==> config.mk <==
export PLATFORM = sky130hd
export DESIGN_NAME = rotating_priority_anchor_select_core
export DESIGN_NICKNAME = d
export VERILOG_FILES = /design/src/rtl/core/rpas_pkg.sv /design/src/rtl/core/rpas_cell.sv /design/src/rtl/core/rotating_priority_anchor_select_core.sv
export SDC_FILE = /design/constraint.sdc
export NUM_CORES = 1
export LEC_CHECK = 0
export ABC_AREA = 1
export ABC_CLOCK_PERIOD_IN_PS = 15360
export BUFFER_PORTS_ARGS = -buffer_cell sky130_fd_sc_hd__buf_2
export CORE_MARGIN = 2
export CORE_UTILIZATION = 54
export DETAILED_ROUTE_END_ITERATION = 8
export GPL_TIMING_DRIVEN = 0
export MAX_ROUTING_LAYER = met4
export PLACE_DENSITY = 0.74
export SYNTH_ARGS = -nofsm -noshare
export SYNTH_HDL_FRONTEND = slang
export SYNTH_HIERARCHICAL = 1
export SYNTH_SLANG_ARGS = --single-unit
==> constraint.sdc <==
create_clock -name clk_i -period 15.36 [get_ports clk_i]
set_clock_uncertainty 0.2 [all_clocks]
set_input_delay 4.608 -clock clk_i [delete_from_list [all_inputs] [get_ports clk_i]]
set_output_delay 4.608 -clock clk_i [all_outputs]
set_load 0.01 [all_outputs]
==> src/rtl/core/rpas_pkg.sv <==
`timescale 1ns / 1ps

package rpas_pkg;

  localparam int unsigned MaxAnchorsDef = 8;
  localparam int unsigned IdW           = 8;
  localparam int unsigned DistW         = 24;
  localparam int unsigned RssiW         = 16;
  localparam int unsigned DiffW         = 17;
  localparam int unsigned CountW        = 4;
  localparam int unsigned CfgAddrW      = 3;
  localparam int unsigned CfgDataW      = 64;
  localparam int unsigned TdataW        = 64;

  typedef enum logic [CfgAddrW-1:0] {
    REG_REGION_IDS    = 3'd0,
    REG_REGION_COUNT  = 3'd1,
    REG_CHECK_MODE    = 3'd2,
    REG_DIST_MIN      = 3'd3,
    REG_DIST_MAX      = 3'd4,
    REG_RSSI_DIFF_MIN = 3'd5,
    REG_RSSI_DIFF_MAX = 3'd6
  } cfg_reg_e;

  typedef struct packed {
    logic           reload;
    logic           step;
    logic           last;
    logic           qual;
    logic [IdW-1:0] id;
  } cell_bcast_t;

endpackage

==> src/rtl/core/rpas_cell.sv <==
`timescale 1ns / 1ps

module rpas_cell (
  input  logic                      clk_i,
  input  logic                      rst_ni,
  input  rpas_pkg::cell_bcast_t     bcast_i,
  input  logic                      active_i,
  input  logic                      tail_i,
  input  logic [rpas_pkg::IdW-1:0]  load_id_i,
  input  logic [rpas_pkg::IdW-1:0]  next_id_i,
  input  logic [rpas_pkg::IdW-1:0]  tail_id_i,
  input  logic                      blocked_i,
  output logic                      blocked_o,
  output logic                      take_o,
  output logic [rpas_pkg::IdW-1:0]  id_o
);
  import rpas_pkg::*;

  logic [IdW-1:0] id_q;
  logic           seen_q;
  logic           hit_q;
  logic           match;
  logic           new_hit;

  assign match     = bcast_i.step & active_i & (id_q == bcast_i.id) & ~seen_q;
  assign new_hit   = match & bcast_i.qual;
  assign take_o    = new_hit & ~blocked_i;
  assign blocked_o = blocked_i | hit_q | new_hit;
  assign id_o      = id_q;

  always_ff @(posedge clk_i or negedge rst_ni) begin
    if (!rst_ni) begin
      id_q   <= '0;
      seen_q <= 1'b0;
      hit_q  <= 1'b0;
    end else if (bcast_i.reload) begin
      id_q   <= load_id_i;
      seen_q <= 1'b0;
      hit_q  <= 1'b0;
    end else if (bcast_i.step) begin
      if (bcast_i.last) begin
        seen_q <= 1'b0;
        hit_q  <= 1'b0;
        if (active_i && blocked_o) begin
          id_q <= tail_i ? tail_id_i : next_id_i;
        end
      end else begin
        seen_q <= seen_q | match;
        hit_q  <= hit_q | new_hit;
      end
    end
  end

endmodule

==> src/rtl/core/rotating_priority_anchor_select_core.sv <==
`timescale 1ns / 1ps

// Anchor selector for one ranging round. Measurements stream in one item per
// cycle; each is compared against a row of MAX_ANCHORS cells that hold the
// preference order, and the first qualified measurement of the earliest cell
// is kept. The item marked tlast produces one result item in the output
// register on the next cycle (tuser high when an anchor was found); at the same
// edge the chosen id moves to the back of the order by a shift along the row.
// Input is taken every cycle unless the output register still holds an
// untaken result. Writing region_ids or region_count reloads the order and
// drops the round in progress.
module rotating_priority_anchor_select_core #(
  parameter int unsigned MAX_ANCHORS = rpas_pkg::MaxAnchorsDef
) (
  input  logic                            clk_i,
  input  logic                            rst_ni,
  // config write
  input  logic                            cfg_valid_i,
  output logic                            cfg_ready_o,
  input  logic [rpas_pkg::CfgAddrW-1:0]   cfg_addr_i,
  input  logic [rpas_pkg::CfgDataW-1:0]   cfg_data_i,
  // measurements
  input  logic                            s_axis_tvalid,
  output logic                            s_axis_tready,
  // anchor_id, distance_mm, first_path_rssi, total_rssi
  input  logic [rpas_pkg::TdataW-1:0]     s_axis_tdata,
  input  logic                            s_axis_tlast,
  // results
  output logic                            m_axis_tvalid,
  input  logic                            m_axis_tready,
  // chosen_id, chosen_distance_mm, chosen_first_path_rssi, chosen_total_rssi
  output logic [rpas_pkg::TdataW-1:0]     m_axis_tdata,
  // found
  output logic                            m_axis_tuser
);
  import rpas_pkg::*;

  logic [CfgDataW-1:0]     region_ids_q;
  logic [CountW-1:0]       region_count_q;
  logic                    check_mode_q;
  logic signed [DistW-1:0] dist_min_q;
  logic signed [DistW-1:0] dist_max_q;
  logic signed [DiffW-1:0] diff_min_q;
  logic signed [DiffW-1:0] diff_max_q;

  logic                    cfg_fire;
  logic                    reload;
  logic [CfgDataW-1:0]     load_ids;
  logic [CountW-1:0]       active_n;

  logic                    step;
  logic [IdW-1:0]          in_id;
  logic signed [DistW-1:0] in_dist;
  logic signed [RssiW-1:0] in_fp;
  logic signed [RssiW-1:0] in_rx;
  logic signed [DiffW-1:0] in_diff;
  logic                    qual;

  cell_bcast_t             bcast;
  logic [MAX_ANCHORS:0]    blocked;
  logic [MAX_ANCHORS-1:0]  take;
  logic [IdW-1:0]          cell_id [MAX_ANCHORS];
  logic                    take_any;
  logic                    found;

  logic [IdW-1:0]          best_id_q;
  logic [DistW-1:0]        best_dist_q;
  logic [RssiW-1:0]        best_fp_q;
  logic [RssiW-1:0]        best_rx_q;
  logic [IdW-1:0]          sel_id;
  logic [DistW-1:0]        sel_dist;
  logic [RssiW-1:0]        sel_fp;
  logic [RssiW-1:0]        sel_rx;

  logic                    out_valid_q;
  logic [TdataW-1:0]       out_data_q;
  logic                    out_found_q;

  assign cfg_ready_o = 1'b1;
  assign cfg_fire    = cfg_valid_i & cfg_ready_o;
  assign reload      = cfg_fire & ((cfg_addr_i == REG_REGION_IDS) ||
                                   (cfg_addr_i == REG_REGION_COUNT));
  assign load_ids    = (cfg_addr_i == REG_REGION_IDS) ? cfg_data_i : region_ids_q;

  always_comb begin
    if (region_count_q > CountW'(MAX_ANCHORS)) begin
      active_n = CountW'(MAX_ANCHORS);
    end else begin
      active_n = region_count_q;
    end
  end

  always_ff @(posedge clk_i or negedge rst_ni) begin
    if (!rst_ni) begin
      region_ids_q   <= '0;
      region_count_q <= '0;
      check_mode_q   <= 1'b0;
      dist_min_q     <= '0;
      dist_max_q     <= DistW'(24'h7FFFFF);
      diff_min_q     <= DiffW'(200);
      diff_max_q     <= DiffW'(1050);
    end else if (cfg_fire) begin
      unique case (cfg_addr_i)
        REG_REGION_IDS:    region_ids_q   <= cfg_data_i;
        REG_REGION_COUNT:  region_count_q <= cfg_data_i[CountW-1:0];
        REG_CHECK_MODE:    check_mode_q   <= cfg_data_i[0];
        REG_DIST_MIN:      dist_min_q     <= cfg_data_i[DistW-1:0];
        REG_DIST_MAX:      dist_max_q     <= cfg_data_i[DistW-1:0];
        REG_RSSI_DIFF_MIN: diff_min_q     <= cfg_data_i[DiffW-1:0];
        REG_RSSI_DIFF_MAX: diff_max_q     <= cfg_data_i[DiffW-1:0];
        default: ;
      endcase
    end
  end

  assign s_axis_tready = ~out_valid_q | m_axis_tready;
  assign step          = s_axis_tvalid & s_axis_tready;

  assign in_id   = s_axis_tdata[IdW-1:0];
  assign in_dist = s_axis_tdata[IdW+DistW-1:IdW];
  assign in_fp   = s_axis_tdata[IdW+DistW+RssiW-1:IdW+DistW];
  assign in_rx   = s_axis_tdata[IdW+DistW+2*RssiW-1:IdW+DistW+RssiW];
  assign in_diff = DiffW'(in_rx) - DiffW'(in_fp);

  always_comb begin
    qual = (in_dist >= dist_min_q) && (in_dist <= dist_max_q);
    if (check_mode_q && ((in_diff < diff_min_q) || (in_diff > diff_max_q))) begin
      qual = 1'b0;
    end
  end

  assign bcast.reload = reload;
  assign bcast.step   = step & ~reload;
  assign bcast.last   = s_axis_tlast;
  assign bcast.qual   = qual;
  assign bcast.id     = in_id;

  assign take_any = |take;
  assign found    = blocked[MAX_ANCHORS];
  assign sel_id   = take_any ? in_id : best_id_q;
  assign sel_dist = take_any ? DistW'(in_dist) : best_dist_q;
  assign sel_fp   = take_any ? RssiW'(in_fp) : best_fp_q;
  assign sel_rx   = take_any ? RssiW'(in_rx) : best_rx_q;

  assign blocked[0] = 1'b0;

  for (genvar p = 0; p < MAX_ANCHORS; p++) begin : g_cell
    logic [IdW-1:0] next_id;
    logic           active;
    logic           tail;

    if (p == MAX_ANCHORS - 1) begin : g_end
      assign next_id = '0;
    end else begin : g_mid
      assign next_id = cell_id[p+1];
    end

    assign active = CountW'(p) < active_n;
    assign tail   = CountW'(p + 1) == active_n;

    rpas_cell u_cell (
      .clk_i     (clk_i),
      .rst_ni    (rst_ni),
      .bcast_i   (bcast),
      .active_i  (active),
      .tail_i    (tail),
      .load_id_i (load_ids[IdW*p +: IdW]),
      .next_id_i (next_id),
      .tail_id_i (sel_id),
      .blocked_i (blocked[p]),
      .blocked_o (blocked[p+1]),
      .take_o    (take[p]),
      .id_o      (cell_id[p])
    );
  end

  always_ff @(posedge clk_i or negedge rst_ni) begin
    if (!rst_ni) begin
      best_id_q   <= '0;
      best_dist_q <= '0;
      best_fp_q   <= '0;
      best_rx_q   <= '0;
    end else if (reload || (bcast.step && bcast.last)) begin
      best_id_q   <= '0;
      best_dist_q <= '0;
      best_fp_q   <= '0;
      best_rx_q   <= '0;
    end else if (bcast.step && take_any) begin
      best_id_q   <= sel_id;
      best_dist_q <= sel_dist;
      best_fp_q   <= sel_fp;
      best_rx_q   <= sel_rx;
    end
  end

  always_ff @(posedge clk_i or negedge rst_ni) begin
    if (!rst_ni) begin
      out_valid_q <= 1'b0;
      out_found_q <= 1'b0;
      out_data_q  <= '0;
    end else if (bcast.step && bcast.last) begin
      out_valid_q <= 1'b1;
      out_found_q <= found;
      out_data_q  <= found ? {sel_rx, sel_fp, sel_dist, sel_id} : '0;
    end else if (m_axis_tready) begin
      out_valid_q <= 1'b0;
    end
  end

  assign m_axis_tvalid = out_valid_q;
  assign m_axis_tdata  = out_data_q;
  assign m_axis_tuser  = out_found_q;

  a_take_onehot: assert property (@(posedge clk_i) disable iff (!rst_ni)
    $onehot0(take))
    else $error("more than one cell claimed the item");

  a_last_gives_result: assert property (@(posedge clk_i) disable iff (!rst_ni)
    (bcast.step && bcast.last) |=> m_axis_tvalid)
    else $error("last item gave no result");

  a_not_found_zero: assert property (@(posedge clk_i) disable iff (!rst_ni)
    (m_axis_tvalid && !m_axis_tuser) |-> (m_axis_tdata == '0))
    else $error("not-found result carries data");

  a_found_needs_region: assert property (@(posedge clk_i) disable iff (!rst_ni)
    (bcast.step && bcast.last && found) |-> (active_n != '0))
    else $error("anchor found with empty region");

endmodule

---- Word level (Yosys, flattened, before mapping) ----
Index checks and enable logic that the tools add are counted.
storage, ports and cells
  flip-flop bits (word level) ............. 361
  input bits .............................. 137
  output and inout port bits .............. 68
  word-level logic and storage cells ...... 313
cells by class
  add/subtract/negate cells ............... 1
  $lt $le $gt $ge ......................... 13
  eq/ne operators ......................... 22
  muxes and demuxes ....................... 106
  bitwise operators ....................... 90
  reduce and logical (&&, ||, !) cells .... 43
operator list
  kind                count
  $mux 8              43
  $mux 64             2
  $mux 16             6
  $mux 24             3
  $eq 8x8->1          8
  $mux 1              51
  $and 1x1->1         42
  $or 1x1->1          31
  $ge 24x24->1        1
  $le 24x24->1        1
  $reduce_and 3->1    8
  $reduce_bool 2->1   12
  $gt 17x17->1        1
  $lt 17x17->1        1
  $not 1->1           17
  $sub 16x16->17      1
  $eq 3x4->1 const A  4
  $lt 3x4->1 const A  4
  $logic_and 1x1->1   12
  $reduce_and 2->1    6
  $eq 3x3->1 const B  3
  $eq 2x4->1 const A  2
  $lt 1x4->1 const A  2
  $lt 2x4->1 const A  2
  other kinds (9)     12

---- Longest topological paths before layout ----
  word-level depth ........................ 31
  mapped depth ............................ 53
  gate-level depth less buffers ........... 52

---- By module ----
Netlist, hierarchy kept.
by module, submodules not included
  module                                times used  cells an instance  area an instance (um2)  seq. area each (um2)
  rotating_priority_anchor_select_core  1           1813               15384.8                 7069.3
  rpas_cell                             8           106                812.0                   250.2

---- Least setup slack after synthesis ----
Ideal clock, no wire load.
  path type ............................... input-to-reg
  start point ............................. input port s_axis_tdata[48] (netlist bit)
  end point ............................... register g_cell[0].u_cell.id_q[6]
  setup time .............................. 0.065 ns
  arrival time ............................ 10.437 ns
  slack ................................... 4.657 ns
  stages .................................. 50
  cells stage by stage .................... inv_1 > ha_1 > fa_1 > inv_1 > nand3_1 > nand2_1 > a21oi_1 > o21ai_0 > nand3_1 > nand2_1 > xor2_1 > ha_1 > a21o_1 > nor2_1 > nand2_1 > nor2_1 > nand2_1 > nand2_1 > [... 14 more ...] > nand2_4 > nor2_1 > nand2_4 > nor2_1 > nand2_4 > nor2_1 > nor2_1 > nand2_1 > nor2_1 > inv_2 > clkbuf_1 > nand2_1 > and2_1 > inv_1 > mux2i_1 > o21ai_0 > nand2_1 > nand2_1
RTL lines
  element               RTL line                                    text
  from (decl)           rotating_priority_anchor_select_core.sv:26  input logic [rpas_pkg::TdataW-1:0] s_axis_tdata,
  to (signal assigned)  rpas_cell.sv:37                             id_q <= load_id_i;
  to (signal assigned)  rpas_cell.sv:45                             id_q <= tail_i ? tail_id_i : next_id_i;
  to (decl)             rpas_cell.sv:19                             logic [IdW-1:0] id_q;

==> out/results.tsv <==
stage	metric	value	unit
run_status	status	complete, no violations	
global_route	antenna_found_initial	2	
setup_path	crit_slowest_cell	o21ai_0	
timing	slew-limit-headroom	46.25	%
synthesis	ys_ff_latch	361	
power	power_frac_seq	40.2	%
cts	htreeDepth	2	
finish	utilization	63.00	%
synthesis	ys.flop_type	dfrtp_1	
drt	drt_iter0_markers	1436	
power	p_sw	0.9705	mW
setup_path	cp.arrival	12.64	ns
cts	clock_path_buffers	3	
cts	clock_latency	0.58	ns
power	total_power	2.992	mW
finish	nNetsFinal	3153	
setup_path	crit_top_cell	nor2_1	
synthesis	yosys.area_share.simple	20.10	%
setup_path	startpoint_type	input pin	
synthesis	ys_seq_area_share	41.46	%
cts	cts_root_buf	clkbuf_16	
timing	worst_pin_slew	0.8033	ns
cts	post_cts_buffers	0	
place	dp_hpwl	49.48	mm
floorplanning	die_h	205.3	µm
cts	cts_resized	0	
power	p_comb_share	25.3	%
cts	cts_inserted_buffers	41	
synthesis	synth_fa_ha_area_share	5.638	%
synthesis	postSynthCellCount	2661	
synthesis	synthArstFlopShare	100.0	%
global_route	grt_pass1_vias	18759	
drt	antenna_left	0	
flow_run	drv_cap	0	
cts	cts_hold_buffers	0	
global_route	grt_overflow	0	
synthesis	synthMuxAreaShare	5.398	%
timing	hold_viol_final	0	
timing	max_freq	0.08109	GHz
setup_path	worst_path_largest_cell_delay	0.50	ns
timing	rsz0062_at_grt	no	
finish	layout-drive-gt1-share	19.39	%
power	pwr-share-clk	34.5	%
synthesis	synth.distinct_cells	44	
synthesis	synth_compound_area_share	15.04	%
drt	wl_per_cell	19.00	µm
place	gp_congestion	0.8998	
timing	slew_viol_final	0	
cts	cts_tree	done	
hold_path	worstHoldPathType	reg -> reg	
floorplanning	die_x	205.3	µm
place	io_buffers	202	
timing	finalSetupTns	0	ns
finish	n_fill_cell	3510	
floorplanning	num_io_pins	205	
drt	post-route-drc-count	0	
timing	setup_violations	0	
floorplanning	fp-row-count	73	
drt	drtPass1Iterations	5	
drt	vias	18875	
power	p_sw_share	32.44	%
floorplanning	start_util	54.95	%
synthesis	avgSynthCellArea	8.223	µm²
cts	clk_pin_slew	0.06	ns
global_route	groute.usage.overall	32.67	%
global_route	grt_max_degree	117	
cts	cts_sinks	361	
timing	fin_crit_sh	80.29	%
global_route	grt_pass1_wl	102.7	mm
synthesis	netlist_area	21880	µm²
power	leakage	12.77	nW
floorplanning	die_area	42150	µm²
setup_path	crit_path_max_fanout	10	
drt	viasPerCell	5.429	
setup_path	crit_type	in -> reg	
finish	syn_to_final_growth	14.66	%
synthesis	synth_top_family_by_area	simple AND/OR/NAND/NOR gates	
setup_path	end_kind	flip-flop	
synthesis	ys_warn_count	6	
floorplanning	core_area	39820	µm²
timing	period_minus_slack	12.33	ns
synthesis	synth_edf_count	0	
power	power.density	119.3	nW/µm²
setup_path	worstPathRequired	15.67	ns
drt	routed_wirelength	66.07	mm
power	internal-power	2.022	mW
power	vdd.ir_drop.worst	0.00008875	V
synthesis	synthXorXnorAreaFrac	2.202	%
path summary, 6_finish.rpt:
| path | from | to | slack, ns | cells past startpoint |
|---|---|---|---|---|
| worst max-delay path | s_axis_tdata[48] | g_cell[3].u_cell/id_o[5]$_DFFE_PN0P_ | 3.03 | 51 |
| worst min-delay path | m_axis_tdata[24]$_DFFE_PN0P_ | m_axis_tdata[24]$_DFFE_PN0P_ | 0.28 | 2 |
| worst max register to register | dist_max_q[15]$_DFFE_PN1P_ | g_cell[3].u_cell/id_o[5]$_DFFE_PN0P_ | 8.59 | 40 |
| worst min register to register | m_axis_tdata[24]$_DFFE_PN0P_ | m_axis_tdata[24]$_DFFE_PN0P_ | 0.28 | 2 |
| max in group asynchronous | rst_ni | g_cell[7].u_cell/id_o[6]$_DFFE_PN0P_ | 9.91 | 3 |
| min in group asynchronous | rst_ni | diff_min_q[8]$_DFFE_PN0P_ | 3.67 | 1 |
stage by stage:
stage               hold slack [ns]  setup WS [ns]  instance area, µm²  std cells
global route                 0.2975          2.365               25090       3477
floorplan                    0.2530          4.657               21910       2670
CTS                          0.2823          3.141               25080       3475
global placement             0.2607          2.502               23580       3397
finish                       0.2801          3.028               25090       3477
detailed placement           0.2676          2.573               23680       3400
placed cells by master (no fill, tap or decap), types with 43 or more instances in the layout:
cell	instances
ha_1	97
o21ai_2	45
o21ai_1	88
buf_2	235
nand2_1	682
inv_1	320
xnor2_1	44
a21oi_1	120
dfrtp_1	331
nand3_1	89
nor2_1	140
a21oi_2	48
o21ai_0	259
clkbuf_16	43
mux2i_1	91
cells in the mapped netlist, drive strengths merged (3+ instances only):
master | instances | area (µm²)
o21ai | 392 | 2131
bufbuf | 8 | 260.3
nor3 | 6 | 30.03
nand2 | 718 | 2985
o21a | 3 | 22.52
xnor2 | 44 | 385.4
a21oi | 168 | 1021
xor2 | 11 | 96.34
nor2 | 159 | 685.7
inv | 323 | 1215
clkbuf | 34 | 207.7
nand4 | 9 | 56.30
o22ai | 8 | 50.05
buf | 78 | 534.3
or2 | 8 | 50.05
mux2i | 91 | 910.9
mux2 | 24 | 270.3
and2 | 8 | 50.05
nand3 | 97 | 525.5
ha | 97 | 1214
a21o | 5 | 37.54
dfstp | 30 | 788.3
dfrtp | 331 | 8283
routing by layer:
layer,GRT usage (%),wire length (µm),up-vias
met5,-,0,-
met4,13.54,2603,0
met3,4.197,3691,130
met2,53.37,31260,578
met1,41.20,28520,9061
li1,-,-,9106
power by group through the flow:
stage                     Clock, mW  Sequential [mW]  Combinational, mW
after floorplan                   0             1.19              0.544
after global placement            0             1.21              0.716
after detailed placement          0             1.22              0.747
after CTS                      1.04             1.20              0.754
after global routing           1.08             1.22              0.860
final                          1.03             1.20              0.757
cells by family after synthesis:
kind of cell / count (synthesis)
AO/OA/AOI/OAI: 580
multiplexers: 115
AND/OR/NAND/NOR: 1007
other: 2
flip-flops: 361
XOR/XNOR: 55
buffers and inverters: 443
adder cells (fa/ha/maj): 98
area by class of cell:
| class | count | area [µm²] | area share (%) |
|---|---|---|---|
| Timing Repair Buffer | 205 | 1104 | 4.399 |
| Multi-Input combinational cell | 1866 | 10630 | 42.36 |
| Tap cell | 525 | 656.9 | 2.618 |
| Sequential cell | 361 | 9071 | 36.16 |
| Buffer | 120 | 1002 | 3.995 |
| Clock buffer | 62 | 1247 | 4.972 |
| Inverter | 323 | 1215 | 4.843 |
| Antenna cell | 2 | 5.005 | 0.01995 |
| Clock inverter | 13 | 160.2 | 0.6384 |
state kept, by name (all words and copies together), names as in the netlist, 17 cells and up:
name and count:
diff_min_q 17, dist_min_q 24, g_cell.u_cell/id_o 64, best_dist_q 24, region_ids_q 64, dist_max_q 24
diff_max_q 17, m_axis_tdata 64
critical path: cells and delay by family:
kind	cells	cell delay, ns
and+or+nand+nor	34	3.77
buffers and inverters	7	1.44
AOI/OAI and AO/OA	5	1.25
adders and majority gates	3	0.94
muxes	1	0.28
xor gates and xnor gates	1	0.32
(Power assumes the default switching activity.)
